### config.mk
export PLATFORM = sky130hd
export DESIGN_NAME = pptx_ctrl
export DESIGN_NICKNAME = d
export VERILOG_FILES = /design/src/hdl/pptx_pkg.sv /design/src/hdl/pptx_ctrl.sv
export SDC_FILE = /design/constraint.sdc
export NUM_CORES = 1
export LEC_CHECK = 0
export BUFFER_PORTS_ARGS = -buffer_cell sky130_fd_sc_hd__buf_2
export CAP_MARGIN = 40
export CORE_AREA = 5 5 42 44
export DETAILED_ROUTE_END_ITERATION = 10
export DIE_AREA = 0 0 47 49
export HOLD_SLACK_MARGIN = 0.1
export PLACE_DENSITY = 0.6
export SYNTH_ARGS = -nofsm -noshare
export SYNTH_HDL_FRONTEND = slang
export SYNTH_SLANG_ARGS = --single-unit
export TNS_END_PERCENT = 30
### constraint.sdc
create_clock -name clk -period 1.35 [get_ports clk]
set_input_delay 0.27 -clock clk [delete_from_list [all_inputs] [get_ports clk]]
set_output_delay 0.27 -clock clk [all_outputs]
set_load 0.005 [all_outputs]
### src/hdl/pptx_pkg.sv
// Shared constants, codes, word types and queue helpers of the priority packet TX arbiter.
// Used by the channel interfaces, the controller, the datapath and the top level.
`default_nettype none

package pptx_pkg;

	localparam int NSRC         = 3;
	localparam int HEADER_BITS  = 64;
	localparam int HEADER_DEPTH = 4;
	localparam int BEAT_DEPTH   = 16;
	localparam int MAX_RESULTS  = 64;

	localparam int SRC_W     = 2;
	localparam int HFILL_W   = $clog2(HEADER_DEPTH + 1);
	localparam int BFILL_W   = $clog2(BEAT_DEPTH + 1);
	localparam int HPTR_W    = (HEADER_DEPTH > 1) ? $clog2(HEADER_DEPTH) : 1;
	localparam int BPTR_W    = $clog2(BEAT_DEPTH);
	localparam int HADDR_W   = $clog2(NSRC * HEADER_DEPTH);
	localparam int BADDR_W   = $clog2(NSRC * BEAT_DEPTH);
	localparam int RES_CNT_W = $clog2(MAX_RESULTS + 1);

	localparam logic [7:0] TAIL_KEEP = 8'hff;

	localparam logic [2:0] CMD_RSP_HDR  = 3'd0;
	localparam logic [2:0] CMD_RT_HDR   = 3'd1;
	localparam logic [2:0] CMD_TX_HDR   = 3'd2;
	localparam logic [2:0] CMD_RSP_BEAT = 3'd3;
	localparam logic [2:0] CMD_RT_BEAT  = 3'd4;
	localparam logic [2:0] CMD_TX_BEAT  = 3'd5;

	localparam logic [SRC_W-1:0] SRC_RSP = 2'd0;
	localparam logic [SRC_W-1:0] SRC_RT  = 2'd1;
	localparam logic [SRC_W-1:0] SRC_TX  = 2'd2;

	typedef enum logic [2:0] {
		MODE_IDLE,
		MODE_RSP,
		MODE_RSP_TAIL,
		MODE_RT,
		MODE_TX
	} arb_mode_t;

	typedef enum logic [1:0] {
		KIND_HEADER,
		KIND_BEAT,
		KIND_TAIL
	} kind_t;

	typedef enum logic [1:0] {
		ST_IDLE,
		ST_STEP,
		ST_EMIT
	} ctrl_state_t;

	typedef struct packed {
		logic [2:0]  command;
		logic [63:0] header_info;
		logic [63:0] beat_data;
		logic [7:0]  beat_keep;
		logic        beat_last;
	} in_word_t;

	typedef struct packed {
		logic             is_header;
		logic [SRC_W-1:0] source;
		logic [63:0]      out_header_info;
		logic [63:0]      out_data;
		logic [7:0]       out_keep;
		logic             out_last;
		logic             end_of_run;
	} out_word_t;

	typedef struct packed {
		logic        last;
		logic [7:0]  keep;
		logic [63:0] data;
	} beat_ent_t;

	// Commands from the controller to the datapath.
	typedef struct packed {
		logic enq;
		logic step;
		logic emit;
		logic eor;
	} dp_cmd_t;

	// Status from the datapath to the controller.
	typedef struct packed {
		logic can_prog;
		logic out_free;
	} dp_stat_t;

	function automatic logic [HPTR_W-1:0] hptr_inc(input logic [HPTR_W-1:0] p);
		return (p == HPTR_W'(HEADER_DEPTH - 1)) ? '0 : p + HPTR_W'(1);
	endfunction

	function automatic logic [BPTR_W-1:0] bptr_inc(input logic [BPTR_W-1:0] p);
		return (p == BPTR_W'(BEAT_DEPTH - 1)) ? '0 : p + BPTR_W'(1);
	endfunction

	function automatic logic [HADDR_W-1:0] hdr_addr(input logic [SRC_W-1:0] s,
			input logic [HPTR_W-1:0] p);
		return HADDR_W'(s) * HADDR_W'(HEADER_DEPTH) + HADDR_W'(p);
	endfunction

	function automatic logic [BADDR_W-1:0] beat_addr(input logic [SRC_W-1:0] s,
			input logic [BPTR_W-1:0] p);
		return BADDR_W'(s) * BADDR_W'(BEAT_DEPTH) + BADDR_W'(p);
	endfunction

endpackage

`default_nettype wire

### src/hdl/pptx_ctrl.sv
// Controller of the arbiter: sequences accept, queue step and result load per input word.
// Depends on pptx_pkg for the state type and the command and status structs.
`default_nettype none

module pptx_ctrl (
	input  wire logic               clk,
	input  wire logic               arst_n,
	input  wire logic               in_valid,
	output logic                    in_ready,
	input  wire pptx_pkg::dp_stat_t stat,
	output pptx_pkg::dp_cmd_t       cmd
);

	pptx_pkg::ctrl_state_t state_q, state_d;
	logic [pptx_pkg::RES_CNT_W-1:0] cnt_q;

	always_ff @(posedge clk or negedge arst_n) begin
		if (!arst_n) begin
			state_q <= pptx_pkg::ST_IDLE;
			cnt_q   <= '0;
		end else begin
			state_q <= state_d;
			if (cmd.enq) begin
				cnt_q <= '0;
			end else if (cmd.emit) begin
				cnt_q <= cnt_q + pptx_pkg::RES_CNT_W'(1);
			end
		end
	end

	always_comb begin
		state_d  = state_q;
		in_ready = 1'b0;
		cmd      = '0;
		case (state_q)
			pptx_pkg::ST_IDLE: begin
				in_ready = 1'b1;
				if (in_valid) begin
					cmd.enq = 1'b1;
					state_d = pptx_pkg::ST_STEP;
				end
			end
			pptx_pkg::ST_STEP: begin
				if (stat.can_prog) begin
					cmd.step = 1'b1;
					state_d  = pptx_pkg::ST_EMIT;
				end else begin
					state_d = pptx_pkg::ST_IDLE;
				end
			end
			pptx_pkg::ST_EMIT: begin
				// Status already reflects the queues after this result's pop.
				cmd.eor = !stat.can_prog ||
					(cnt_q == pptx_pkg::RES_CNT_W'(pptx_pkg::MAX_RESULTS - 1));
				if (stat.out_free) begin
					cmd.emit = 1'b1;
					state_d  = cmd.eor ? pptx_pkg::ST_IDLE : pptx_pkg::ST_STEP;
				end
			end
			default: begin
				state_d = pptx_pkg::ST_IDLE;
			end
		endcase
	end

endmodule

`default_nettype wire

==> summary.md <==
| Metric | Value |
|---|---|
| Register Area | approximately 230 um2 |
| Clk sinks | 9 |
| Crit path arrival time | between 1 and 1.5 ns |
| Net Count, Synth | 54 |
| Achievable frequency | between 500 and 600 MHz |
| Placed cells | 80 |
| CP cell instances | ha_4 > nand3_4 > o31ai_4 > and3b_2 > buf_2 |
| Net count, final | 79 |
| Mapped Area | ~490 um2 |
| Drt first pass iters | 4 |
| Global-route wire length before repair | 1660 um |
| Slew Limit Fails | 0 |
| DRC viols | 0 |
| Reg2reg path depth | 5 |
| Post-route design area | 744 um2 |
| Critical path depth in cells | 5 |
| WL/cell | 12.5 um |
| Initial DRC Count | 8 |
| Hold WS | around 0.28 ns |
| Seq/Total Area, Yosys | 0.464 |
| Initial antenna violation count | 0 |
| GRT Residual Overflow | 0 |
| Compound-Gate Fraction of Synth Area | 0.198 |
| Via count | 430 |
| Critical path endpoint category | output pin |
| Dominant cell type by area after synthesis | dfrtp_1 |
| Peak VDD IR | between 0.0006 and 0.0007 V |
| Vias in the first global route | 397 |
| Clock buffer depth | 2 |
| Final Hold Violating Endpoints | 0 |
| Power density over the cells | roughly 1500 nW/um2 |
| FILL cells | 129 |
| Crit Path Category | flop to output pin |
| Post-synth top area share | 0.464 |
| Die Width | about 47 um |
| Worst r2r src | cnt_q[1]$_DFFE_PN0P_ |
| Reg clk slew, reported paths | about 0.06 ns |
| Worst-Skew Late Latency | between 0.2 and 0.3 ns |
| Worst Max-Slew Pin Slew | about 0.27 ns |
| Setup crit start kind | flop |
| Tcrit/Tclk final | 1.25 |
| Core Region | approximately 1400 um2 |
| R2R setup slack | -0.11 ns |
| Worst hold path type | input pin to flop |
| Critical Path Fanout Max | 2 |
| Failing checks | setup timing |
| Initial Util | 0.346 |
| RSZ-0062 raised after global routing | true |
| Post-route setup slack | -0.342 ns |
| Largest family of logic cells by synthesized area | simple AND/OR/NAND/NOR gates |
| Commonest cells post-synth | dfrtp_1 (9), nor2_1 (5), a21oi_1 (4), o21ai_0 (4), nand2_1 (3) |
| CP top delay family | flip-flops |
| GP Congestion | roughly 0.7 |
| Simple-gate share of the synthesized area | 0.247 |
| Slew headroom | 0.820 |
| I/O Pins | 10 |
| # diodes | 0 |
| Input/output buffers | 9 |
| Ranking of synthesized cells by area | dfrtp_1 (46%), a21oi_1 (4.1%), nand3b_4 (4.1%) |
| Slowest CP cell | dfrtp_1 |
| WL final | around 1100 um |
| Reg-to-reg endpoint | cnt_q[5]$_DFFE_PN0P_ |
| Synth unique cells | 23 |
| Syn Area/Cell | 10.1 um2 |
| Total power | 1.09 mW |
| Synth Area in Adders | 0.0258 |
| Clock Skews | about 0.0028 ns |
| Synth Flop Type | dfrtp_1 |
| Post-synth EDFFs | 0 |
| Syn. warnings | 0 |
| Routed Antenna Nets | 0 |
| Crit path largest cell delay | 0.39 ns |
| Worst Path Buf+Inv | 1 |
| # rows | 14 |
| MaxCap Viol Count | 0 |
| Count leader, synth | dfrtp_1 |
| Leak | 0.342 nW |
| Die height | roughly 49 um |
| Setup violations, final | 5 |
| Ys async rst share | 1.00 |
| Area delta synth->final | 53.4% |
| Multi-input logic area | roughly 300 um2 |
| CTS buffer count | 3 |
| Crit path to | cmd[0] |
| FF+latch count, synth | 9 |
| Total global routing track utilization | 0.102 |
| H-tree depth | 1 |
| Mux cell area share after synthesis | 0 |
| Xor/xnor cell area share of the yosys netlist | 0.0180 |
| Status | complete, but fails checks |
| Share of cells above drive strength 1 | 0.542 |
| Vias/cell | ~4.9 |
| Final worst path period need | 1.69 ns |
| Die ar. | between 2000 and 2500 um2 |
| Crit path from | cnt_q[1]$_DFFE_PN0P_ |
| Mapped Cells | 48 |
| Dpl cell area | around 620 um2 |
| Largest net degree at the start of global routing | 11 |
| Final core occ | 0.531 |
| Root Driver | clkbuf_4 |
| CTS tree | built |
| Cell Count, Final, Fillers Out | a little under 90 |
| Required time worst endpoint | about 1.1 ns |
-- metrics by stage --
stage          setup WS, ns  TNS, ns
2_1_floorplan       0.00969        0
6_report             -0.342   -0.682
4_1_cts              -0.314   -0.624
3_5_place_dp        -0.0750   -0.127
3_3_place_gp        -0.0564  -0.0947
5_1_grt              -0.392    -1.02
-- power breakdown --
part	total (mW)	switching, mW	internal [mW]
clock network	0.212	0.0983	0.114
logic	0.506	0.219	0.287
registers	0.375	0.0539	0.321
-- cell usage in the layout (no fill, tap or decap), types with 2 or more instances in the layout --
master    instances
buf_4            10
dfrtp_1           8
buf_2             7
nor2_1            4
o21ai_0           4
buf_6             4
nand2_1           3
a21oi_1           3
clkbuf_4          3
a21oi_2           2
-- cell families after synthesis --
family                     Yosys count
buffers and inverters                4
and+or+nand+nor                     18
adders and majority gates            1
AOI/OAI and AO/OA                   15
DFF                                  9
xor gates and xnor gates             1
-- worst reg2reg max path, delay by kind of cell, from the launching register on --
kind	cells	cell delay [ns]
AOI/OAI and AO/OA	1	0.14
buffers and inverters	2	0.23
DFF	1	0.39
and+or+nand+nor	2	0.64
-- worst min path at each step --
stage                                   to  cells after the start  startpoint
floorplan             cnt_q[0]$_DFFE_PN0P_                      0      arst_n
global placement      cnt_q[2]$_DFFE_PN0P_                      1      arst_n
detailed placement    cnt_q[3]$_DFFE_PN0P_                      1      arst_n
CTS                 state_q[0]$_DFFE_PN0P_                      3     stat[1]
global route        state_q[0]$_DFFE_PN0P_                      3     stat[1]
finish              state_q[0]$_DFFE_PN0P_                      3     stat[1]
-- layer usage --
layer / global-route usage / vias up / wire length (um)
met3: 0.0221 / 4 / 35
li1: - / 222 / -
met5: 0 / - / 0
met2: 0.136 / 7 / 535
met4: 0.0829 / 0 / 23
met1: 0.135 / 197 / 506
-- cell type report --
cell class / instances / area share
Multi-Input combinational cell: 35 / 0.398
Clock buffer: 4 / 0.0353
Sequential cell: 9 / 0.304
Tap cell: 16 / 0.0269
Inverter: 2 / 0.0134
Timing Repair Buffer: 22 / 0.222
-- flip-flops by register name, indices dropped and copies added, names as in the netlist --
name	flops
cnt_q	7
state_q	2
-- timing repair --
item / CTS / global route
hold buffers: 1 / 0
pin swaps: 5 / 4
gates resized for setup: 9 / 6
endpoints found under the hold margin: 9 / 0
setup endpoints to repair: 6 / 7
gates cloned: 0 / 0
setup buffers: 1 / 2
(Power assumes the default switching activity.)
