**config.mk**
```make
export PLATFORM = sky130hd
export DESIGN_NAME = pptx_dp
export DESIGN_NICKNAME = d
export VERILOG_FILES = /design/src/hdl/pptx_pkg.sv /design/src/hdl/pptx_dp.sv
export SDC_FILE = /design/constraint.sdc
export NUM_CORES = 2
export LEC_CHECK = 0
export BUFFER_PORTS_ARGS = -buffer_cell sky130_fd_sc_hd__buf_2
export CAP_MARGIN = 20
export CORE_MARGIN = 5
export CORE_UTILIZATION = 45
export CTS_CLUSTER_DIAMETER = 80
export CTS_CLUSTER_SIZE = 28
export DETAILED_ROUTE_END_ITERATION = 12
export PLACE_DENSITY_LB_ADDON = 0.3
export SKIP_CTS_REPAIR_TIMING = 1
export SLEW_MARGIN = 20
export SYNTH_ARGS = -nofsm -noshare
export SYNTH_HDL_FRONTEND = slang
export SYNTH_MEMORY_MAX_BITS = 65536
export SYNTH_SLANG_ARGS = --single-unit
export TNS_END_PERCENT = 5
```
**constraint.sdc**
```tcl
create_clock -name clk -period 7.5 [get_ports clk]
set_clock_uncertainty 0.1 [all_clocks]
set_input_delay 0.375 -clock clk [delete_from_list [all_inputs] [get_ports clk]]
set_output_delay 0.375 -clock clk [all_outputs]
set_load 0.05 [all_outputs]
```
**src/hdl/pptx_pkg.sv**
```systemverilog
// Shared constants, codes, word types and queue helpers of the priority packet TX arbiter.
// Used by the channel interfaces, the controller, the datapath and the top level.
`default_nettype none

package pptx_pkg;

	localparam int NSRC         = 3;
	localparam int HEADER_BITS  = 64;
	localparam int HEADER_DEPTH = 4;
	localparam int BEAT_DEPTH   = 16;
	localparam int MAX_RESULTS  = 64;

	localparam int SRC_W     = 2;
	localparam int HFILL_W   = $clog2(HEADER_DEPTH + 1);
	localparam int BFILL_W   = $clog2(BEAT_DEPTH + 1);
	localparam int HPTR_W    = (HEADER_DEPTH > 1) ? $clog2(HEADER_DEPTH) : 1;
	localparam int BPTR_W    = $clog2(BEAT_DEPTH);
	localparam int HADDR_W   = $clog2(NSRC * HEADER_DEPTH);
	localparam int BADDR_W   = $clog2(NSRC * BEAT_DEPTH);
	localparam int RES_CNT_W = $clog2(MAX_RESULTS + 1);

	localparam logic [7:0] TAIL_KEEP = 8'hff;

	localparam logic [2:0] CMD_RSP_HDR  = 3'd0;
	localparam logic [2:0] CMD_RT_HDR   = 3'd1;
	localparam logic [2:0] CMD_TX_HDR   = 3'd2;
	localparam logic [2:0] CMD_RSP_BEAT = 3'd3;
	localparam logic [2:0] CMD_RT_BEAT  = 3'd4;
	localparam logic [2:0] CMD_TX_BEAT  = 3'd5;

	localparam logic [SRC_W-1:0] SRC_RSP = 2'd0;
	localparam logic [SRC_W-1:0] SRC_RT  = 2'd1;
	localparam logic [SRC_W-1:0] SRC_TX  = 2'd2;

	typedef enum logic [2:0] {
		MODE_IDLE,
		MODE_RSP,
		MODE_RSP_TAIL,
		MODE_RT,
		MODE_TX
	} arb_mode_t;

	typedef enum logic [1:0] {
		KIND_HEADER,
		KIND_BEAT,
		KIND_TAIL
	} kind_t;

	typedef enum logic [1:0] {
		ST_IDLE,
		ST_STEP,
		ST_EMIT
	} ctrl_state_t;

	typedef struct packed {
		logic [2:0]  command;
		logic [63:0] header_info;
		logic [63:0] beat_data;
		logic [7:0]  beat_keep;
		logic        beat_last;
	} in_word_t;

	typedef struct packed {
		logic             is_header;
		logic [SRC_W-1:0] source;
		logic [63:0]      out_header_info;
		logic [63:0]      out_data;
		logic [7:0]       out_keep;
		logic             out_last;
		logic             end_of_run;
	} out_word_t;

	typedef struct packed {
		logic        last;
		logic [7:0]  keep;
		logic [63:0] data;
	} beat_ent_t;

	// Commands from the controller to the datapath.
	typedef struct packed {
		logic enq;
		logic step;
		logic emit;
		logic eor;
	} dp_cmd_t;

	// Status from the datapath to the controller.
	typedef struct packed {
		logic can_prog;
		logic out_free;
	} dp_stat_t;

	function automatic logic [HPTR_W-1:0] hptr_inc(input logic [HPTR_W-1:0] p);
		return (p == HPTR_W'(HEADER_DEPTH - 1)) ? '0 : p + HPTR_W'(1);
	endfunction

	function automatic logic [BPTR_W-1:0] bptr_inc(input logic [BPTR_W-1:0] p);
		return (p == BPTR_W'(BEAT_DEPTH - 1)) ? '0 : p + BPTR_W'(1);
	endfunction

	function automatic logic [HADDR_W-1:0] hdr_addr(input logic [SRC_W-1:0] s,
			input logic [HPTR_W-1:0] p);
		return HADDR_W'(s) * HADDR_W'(HEADER_DEPTH) + HADDR_W'(p);
	endfunction

	function automatic logic [BADDR_W-1:0] beat_addr(input logic [SRC_W-1:0] s,
			input logic [BPTR_W-1:0] p);
		return BADDR_W'(s) * BADDR_W'(BEAT_DEPTH) + BADDR_W'(p);
	endfunction

endpackage

`default_nettype wire

```
**src/hdl/pptx_dp.sv**
```systemverilog
// Datapath of the arbiter: per-source header and beat queues, lock mode and output register.
// Depends on pptx_pkg; driven by pptx_ctrl through the command and status structs.
`default_nettype none

module pptx_dp (
	input  wire logic               clk,
	input  wire logic               arst_n,
	input  wire pptx_pkg::in_word_t in_word,
	input  wire pptx_pkg::dp_cmd_t  cmd,
	output pptx_pkg::dp_stat_t      stat,
	input  wire logic               out_ready,
	output logic                    out_valid,
	output pptx_pkg::out_word_t     out_word
);

	logic [pptx_pkg::HEADER_BITS-1:0] hmem [pptx_pkg::NSRC*pptx_pkg::HEADER_DEPTH];
	pptx_pkg::beat_ent_t              bmem [pptx_pkg::NSRC*pptx_pkg::BEAT_DEPTH];

	logic [pptx_pkg::HFILL_W-1:0] hfill_q [pptx_pkg::NSRC];
	logic [pptx_pkg::BFILL_W-1:0] bfill_q [pptx_pkg::NSRC];
	logic [pptx_pkg::HPTR_W-1:0]  hrd_q   [pptx_pkg::NSRC];
	logic [pptx_pkg::HPTR_W-1:0]  hwr_q   [pptx_pkg::NSRC];
	logic [pptx_pkg::BPTR_W-1:0]  brd_q   [pptx_pkg::NSRC];
	logic [pptx_pkg::BPTR_W-1:0]  bwr_q   [pptx_pkg::NSRC];

	pptx_pkg::arb_mode_t mode_q, mode_eff, mode_step;
	logic                out_valid_q;
	pptx_pkg::out_word_t out_word_q, out_word_d;

	// Read stage: data fetched by a step, held until the result is loaded.
	logic                             pend_s1;
	pptx_pkg::kind_t                  kind_s1;
	logic [pptx_pkg::SRC_W-1:0]       src_s1;
	logic [pptx_pkg::HEADER_BITS-1:0] hdata_s1;
	pptx_pkg::beat_ent_t              bdata_s1;

	logic                       is_hdr_cmd, is_beat_cmd, hwe, bwe;
	logic [pptx_pkg::SRC_W-1:0] enq_src, step_src;
	pptx_pkg::kind_t            step_kind;

	// Enqueue decode; a word for a full queue is dropped.
	always_comb begin
		is_hdr_cmd  = (in_word.command == pptx_pkg::CMD_RSP_HDR) ||
			(in_word.command == pptx_pkg::CMD_RT_HDR) ||
			(in_word.command == pptx_pkg::CMD_TX_HDR);
		is_beat_cmd = (in_word.command == pptx_pkg::CMD_RSP_BEAT) ||
			(in_word.command == pptx_pkg::CMD_RT_BEAT) ||
			(in_word.command == pptx_pkg::CMD_TX_BEAT);
		enq_src     = is_hdr_cmd ? in_word.command[pptx_pkg::SRC_W-1:0] :
			pptx_pkg::SRC_W'(in_word.command - pptx_pkg::CMD_RSP_BEAT);
		hwe = cmd.enq && is_hdr_cmd &&
			(hfill_q[enq_src] != pptx_pkg::HFILL_W'(pptx_pkg::HEADER_DEPTH));
		bwe = cmd.enq && is_beat_cmd &&
			(bfill_q[enq_src] != pptx_pkg::BFILL_W'(pptx_pkg::BEAT_DEPTH));
	end

	// A loaded rt/tx beat with last set releases the lock.
	always_comb begin
		mode_eff = mode_q;
		if (pend_s1 && kind_s1 == pptx_pkg::KIND_BEAT && src_s1 != pptx_pkg::SRC_RSP &&
				bdata_s1.last) begin
			mode_eff = pptx_pkg::MODE_IDLE;
		end
	end

	always_comb begin
		step_src      = pptx_pkg::SRC_RSP;
		step_kind     = pptx_pkg::KIND_BEAT;
		mode_step     = mode_q;
		stat.can_prog = 1'b0;
		case (mode_eff)
			pptx_pkg::MODE_IDLE: begin
				step_kind = pptx_pkg::KIND_HEADER;
				if (hfill_q[0] != '0) begin
					step_src  = pptx_pkg::SRC_RSP;
					mode_step = pptx_pkg::MODE_RSP;
				end else if (hfill_q[1] != '0) begin
					step_src  = pptx_pkg::SRC_RT;
					mode_step = pptx_pkg::MODE_RT;
				end else begin
					step_src  = pptx_pkg::SRC_TX;
					mode_step = pptx_pkg::MODE_TX;
				end
				stat.can_prog = (hfill_q[0] != '0) || (hfill_q[1] != '0) ||
					(hfill_q[2] != '0);
			end
			pptx_pkg::MODE_RSP_TAIL: begin
				step_kind     = pptx_pkg::KIND_TAIL;
				mode_step     = pptx_pkg::MODE_IDLE;
				stat.can_prog = 1'b1;
			end
			pptx_pkg::MODE_RSP: begin
				step_src      = pptx_pkg::SRC_RSP;
				mode_step     = pptx_pkg::MODE_RSP_TAIL;
				stat.can_prog = bfill_q[0] != '0;
			end
			pptx_pkg::MODE_RT: begin
				step_src      = pptx_pkg::SRC_RT;
				stat.can_prog = bfill_q[1] != '0;
			end
			pptx_pkg::MODE_TX: begin
				step_src      = pptx_pkg::SRC_TX;
				stat.can_prog = bfill_q[2] != '0;
			end
			default: begin
				mode_step = pptx_pkg::MODE_IDLE;
			end
		endcase
		stat.out_free = !out_valid_q || out_ready;
	end

	// Queue memories: one write port for enqueue, one registered read port for the step.
	always_ff @(posedge clk) begin
		if (hwe) begin
			hmem[pptx_pkg::hdr_addr(enq_src, hwr_q[enq_src])] <=
				in_word.header_info[pptx_pkg::HEADER_BITS-1:0];
		end
		if (bwe) begin
			bmem[pptx_pkg::beat_addr(enq_src, bwr_q[enq_src])] <=
				'{last: in_word.beat_last, keep: in_word.beat_keep, data: in_word.beat_data};
		end
		if (cmd.step) begin
			hdata_s1 <= hmem[pptx_pkg::hdr_addr(step_src, hrd_q[step_src])];
			bdata_s1 <= bmem[pptx_pkg::beat_addr(step_src, brd_q[step_src])];
			src_s1   <= (step_kind == pptx_pkg::KIND_TAIL) ? pptx_pkg::SRC_RSP : step_src;
			kind_s1  <= step_kind;
		end
	end

	always_ff @(posedge clk or negedge arst_n) begin
		if (!arst_n) begin
			for (int i = 0; i < pptx_pkg::NSRC; i++) begin
				hfill_q[i] <= '0;
				bfill_q[i] <= '0;
				hrd_q[i]   <= '0;
				hwr_q[i]   <= '0;
				brd_q[i]   <= '0;
				bwr_q[i]   <= '0;
			end
			mode_q  <= pptx_pkg::MODE_IDLE;
			pend_s1 <= 1'b0;
		end else begin
			// Enqueue and step never fall in the same cycle.
			for (int i = 0; i < pptx_pkg::NSRC; i++) begin
				if (hwe && enq_src == pptx_pkg::SRC_W'(i)) begin
					hwr_q[i]   <= pptx_pkg::hptr_inc(hwr_q[i]);
					hfill_q[i] <= hfill_q[i] + pptx_pkg::HFILL_W'(1);
				end
				if (bwe && enq_src == pptx_pkg::SRC_W'(i)) begin
					bwr_q[i]   <= pptx_pkg::bptr_inc(bwr_q[i]);
					bfill_q[i] <= bfill_q[i] + pptx_pkg::BFILL_W'(1);
				end
				if (cmd.step && step_src == pptx_pkg::SRC_W'(i)) begin
					if (step_kind == pptx_pkg::KIND_HEADER) begin
						hrd_q[i]   <= pptx_pkg::hptr_inc(hrd_q[i]);
						hfill_q[i] <= hfill_q[i] - pptx_pkg::HFILL_W'(1);
					end else if (step_kind == pptx_pkg::KIND_BEAT) begin
						brd_q[i]   <= pptx_pkg::bptr_inc(brd_q[i]);
						bfill_q[i] <= bfill_q[i] - pptx_pkg::BFILL_W'(1);
					end
				end
			end
			if (cmd.step) begin
				mode_q  <= mode_step;
				pend_s1 <= 1'b1;
			end else if (cmd.emit) begin
				mode_q  <= mode_eff;
				pend_s1 <= 1'b0;
			end
		end
	end

	// Output register.
	always_ff @(posedge clk or negedge arst_n) begin
		if (!arst_n) begin
			out_valid_q <= 1'b0;
		end else if (cmd.emit) begin
			out_valid_q <= 1'b1;
		end else if (out_ready) begin
			out_valid_q <= 1'b0;
		end
	end

	// Result word built from the read stage; fields a kind does not use stay zero.
	always_comb begin
		out_word_d            = '0;
		out_word_d.source     = src_s1;
		out_word_d.end_of_run = cmd.eor;
		case (kind_s1)
			pptx_pkg::KIND_HEADER: begin
				out_word_d.is_header       = 1'b1;
				out_word_d.out_header_info = 64'(hdata_s1);
			end
			pptx_pkg::KIND_BEAT: begin
				out_word_d.out_data = bdata_s1.data;
				out_word_d.out_keep = bdata_s1.keep;
				out_word_d.out_last = bdata_s1.last;
			end
			pptx_pkg::KIND_TAIL: begin
				out_word_d.out_keep = pptx_pkg::TAIL_KEEP;
				out_word_d.out_last = 1'b1;
			end
			default: begin
				out_word_d.out_last = 1'b0;
			end
		endcase
	end

	always_ff @(posedge clk) begin
		if (cmd.emit) begin
			out_word_q <= out_word_d;
		end
	end

	assign out_valid = out_valid_q;
	assign out_word  = out_word_q;

`ifndef SYNTHESIS
	a_emit_has_data: assert property (@(posedge clk) disable iff (!arst_n)
		cmd.emit |-> pend_s1)
		else $error("result loaded without fetched queue data");

	a_fill_bound: assert property (@(posedge clk) disable iff (!arst_n)
		(hfill_q[0] <= pptx_pkg::HFILL_W'(pptx_pkg::HEADER_DEPTH)) &&
		(hfill_q[1] <= pptx_pkg::HFILL_W'(pptx_pkg::HEADER_DEPTH)) &&
		(hfill_q[2] <= pptx_pkg::HFILL_W'(pptx_pkg::HEADER_DEPTH)) &&
		(bfill_q[0] <= pptx_pkg::BFILL_W'(pptx_pkg::BEAT_DEPTH)) &&
		(bfill_q[1] <= pptx_pkg::BFILL_W'(pptx_pkg::BEAT_DEPTH)) &&
		(bfill_q[2] <= pptx_pkg::BFILL_W'(pptx_pkg::BEAT_DEPTH)))
		else $error("queue fill beyond depth");

	a_beat_pop_nonempty: assert property (@(posedge clk) disable iff (!arst_n)
		cmd.step && step_kind == pptx_pkg::KIND_BEAT |-> bfill_q[step_src] != '0)
		else $error("beat popped from an empty queue");
`endif

endmodule

`default_nettype wire

```
==> impl_metrics.yaml <==
synth:
  synth_nets: 10400
  yosysTopAreaCellShare: 0.768
  synth_enable_flop_cells: 4554
  synthFlopType: "edfxtp_1"
  avgSynthCellArea_um2: 17.5
  synthCells: 10200
  yosys_register_bits: 4619
  ys_warn_count: 0
  synth_cell_types: 77
  ys_seq_area_frac: 0.777
  yosysTopAreaCell: "edfxtp_1"
  async_reset_ff_frac: 0.0141
  synth_area_um2: 178000
  yosys-top-cells-area: "edfxtp_1 (77%), mux4_2 (4.9%), mux2i_1 (2.7%)"
final_layout:
  drive_gt1_frac: 0.125
  fillCellCount: 31900
  areaGrowthSynthToFinish_pct: 9.13
  layout_commonest_cell: "edfxtp_1"
  layout_common_cells: "edfxtp_1 (4,554), nand2_1 (1,248), mux2i_1 (484), mux4_2 (389)"
  fin_util: 0.492
  instances_no_fill: 15800
  design_area_um2: 194000
  nets: 10600
route:
  drt_iter0_drc: 14400
  drc: 0
  viasPerCell: 6.34
  via_count: 100000
  drtPass1Iterations: 8
  ant_nets: 0
  drt-wirelength-per-cell_um: 32.6
  wl_um: 515000
floorplanning:
  core_area_um2: 395000
  dieArea_um2: 409000
  rows: 231
  die_w_um: 639
  die_h_um: 639
  io_pins: 291
  start_util: 0.451
clocking:
  htree_levels: 4
  cts_tree: "done"
  cts_root_buffer: "clkbuf_16"
  cts_buffers: 200
  clock-sinks: 4619
  clock_path_buffers: 4
  clk_pin_slew_ns: 0.11
  clk_latency_ns: 0.96
place:
  dp_slack_ns: 1.34
  place_area_um2: 187000
  hpwl_um: 258000
  portBuffers: 290
  dp_cells: 15300
  gp_congestion: 0.808
critical_path:
  worstSetupPathType: "reg -> reg"
  cp_max_fo: 38
  worstPathRequired_ns: 8.08
  worst-r2r-setup-slack_ns: 1.18
  worst-path-buf-inv: 3
  worst-path-stages: 13
  r2r_end: "bdata_s1[63]"
  r2r_cells: 13
  cp.arrival_ns: 6.90
  cp_cell_sequence: "inv_1 -> ha_4 -> o2111ai_2 -> and4_1 -> nor2_4 -> clkinv_2 -> nand3_4 -> nand2_4 -> buf_4 -> a211oi_1 -> a311oi_1 -> nor4_1 -> nand4_1"
  r2r-start: "kind_s1[1]"
  critPathMaxStageDelay_ns: 0.88
  crit_slowest_cell: "nor4_1"
  path_delay_family: "simple AND/OR/NAND/NOR gates"
  cp-startpoint: "kind_s1[1]"
  critical_path.endpoint: "bdata_s1[63]"
  cp-end-kind: "flop"
  critPathLaunchType: "flop"
timing:
  period_needed_ns: 6.32
  fin_ws_ns: 1.18
  hold_viol_final: 1
  final_max_slew_viol_count: 0
  slew-limit-headroom: 0.206
  rsz0062_at_grt: "false"
  hold_slack_ns: -0.00918
  max_slew.worst_pin.slew_ns: 1.19
  setup_viol: 0
  finalCritPeriodShare: 0.842
  finalSetupTns_ns: 0
  fmax_ghz: 0.158
power_and_ir_drop:
  total_power_mw: 72.1
  ir_worst_vdd_mv: 0.669
  leakage_nw: 63.1
  powerDensity_nw_per_um2: 371
outcome:
  outcome: "finished with violations"
  violations: "hold timing"
global_route:
  first_global_vias: 96600
  track_usage: 0.246
  overflow: 0
  grt_pass1_wl_um: 724000
  grt_max_degree: 151
  antenna_found_initial: 64
job:
  drv_cap: 0
worst_hold_path:
  min-delay-path-class: "in -> async"
## flip-flops by register name, summed over array words and instances (netlist names), 3 cells and up
signal and flops:
hmem 768, hfill_q 9, bmem 3504, bdata_s1 73, bfill_q 15, hdata_s1 64
mode_q 3, hrd_q 6, brd_q 12, out_word 141, hwr_q 6, bwr_q 12
## per-layer routing
| metal | global-route usage | vias up | wire length, um |
|---|---|---|---|
| met1 | 0.338 | 52500 | 195000 |
| met2 | 0.395 | 5859 | 243000 |
| met3 | 0.0493 | 990 | 56500 |
| met5 | 0 | - | 169 |
| met4 | 0.0819 | 26 | 20400 |
| li1 | - | 40900 | - |
## kinds of logic (layout without fill, tap and decap cells)
logic type	after synthesis	after routing	synth area share
flops	4619	4619	0.777
simple gates	2410	2410	0.0634
compound gates	1552	1552	0.0622
mux	885	885	0.0771
buf+inv	683	1008	0.0169
fa+ha+maj	34	34	0.00239
xor+xnor	25	25	0.00123
other cells	0	33	0
## final cells by class
| class | count | area, um2 | share of cell area |
|---|---|---|---|
| inverter | 22 | 85.1 | 0.000438 |
| clock inverter | 58 | 827 | 0.00425 |
| clock buffer | 226 | 5120 | 0.0264 |
| tap | 5242 | 6560 | 0.0337 |
| multi-input combinational | 4906 | 37400 | 0.193 |
| sequential | 4619 | 138000 | 0.712 |
| antenna | 33 | 82.6 | 0.000425 |
| timing repair buffer | 702 | 5930 | 0.0305 |
## worst min path at each step
stage / end / slack [ns] / cells after the start
detailed placement: bfill_q[9] / 0.38 / 1
global route: out_word[0] / 0.009 / 2
floorplan: bfill_q[0] / -0.02 / 0
CTS: out_valid / -0.57 / 2
global placement: hfill_q[2] / 0.38 / 1
finish: out_valid / -0.009 / 3
## report_power, final
part	internal (mW)	switching, mW
Clock	5.27	7.95
Combinational	10.1	18.4
Sequential	29.8	0.621
Total	45.1	27.0
## Yosys cell counts (all sizes together), types with 65 or more instances
cell type / instances
nand4: 117
edfxtp: 4554
and3: 335
a31oi: 135
a211oi: 337
dfrtp: 65
nand2: 1255
mux4: 389
mux2i: 484
nand3: 162
clkbuf: 351
a21oi: 222
a22oi: 71
and2: 157
nor2: 216
o21ai: 210
a221oi: 215
buf: 310
a311oi: 96
## worst reg2reg max path, delay by kind of cell, from the launching register on
| kind | cells | cell delay [ns] |
|---|---|---|
| simple gates | 6 | 2.83 |
| flops | 1 | 0.41 |
| buf+inv | 3 | 1.18 |
| compound gates | 3 | 0.97 |
| fa+ha+maj | 1 | 0.56 |
Note: power is estimated with default switching activity, not from simulation.
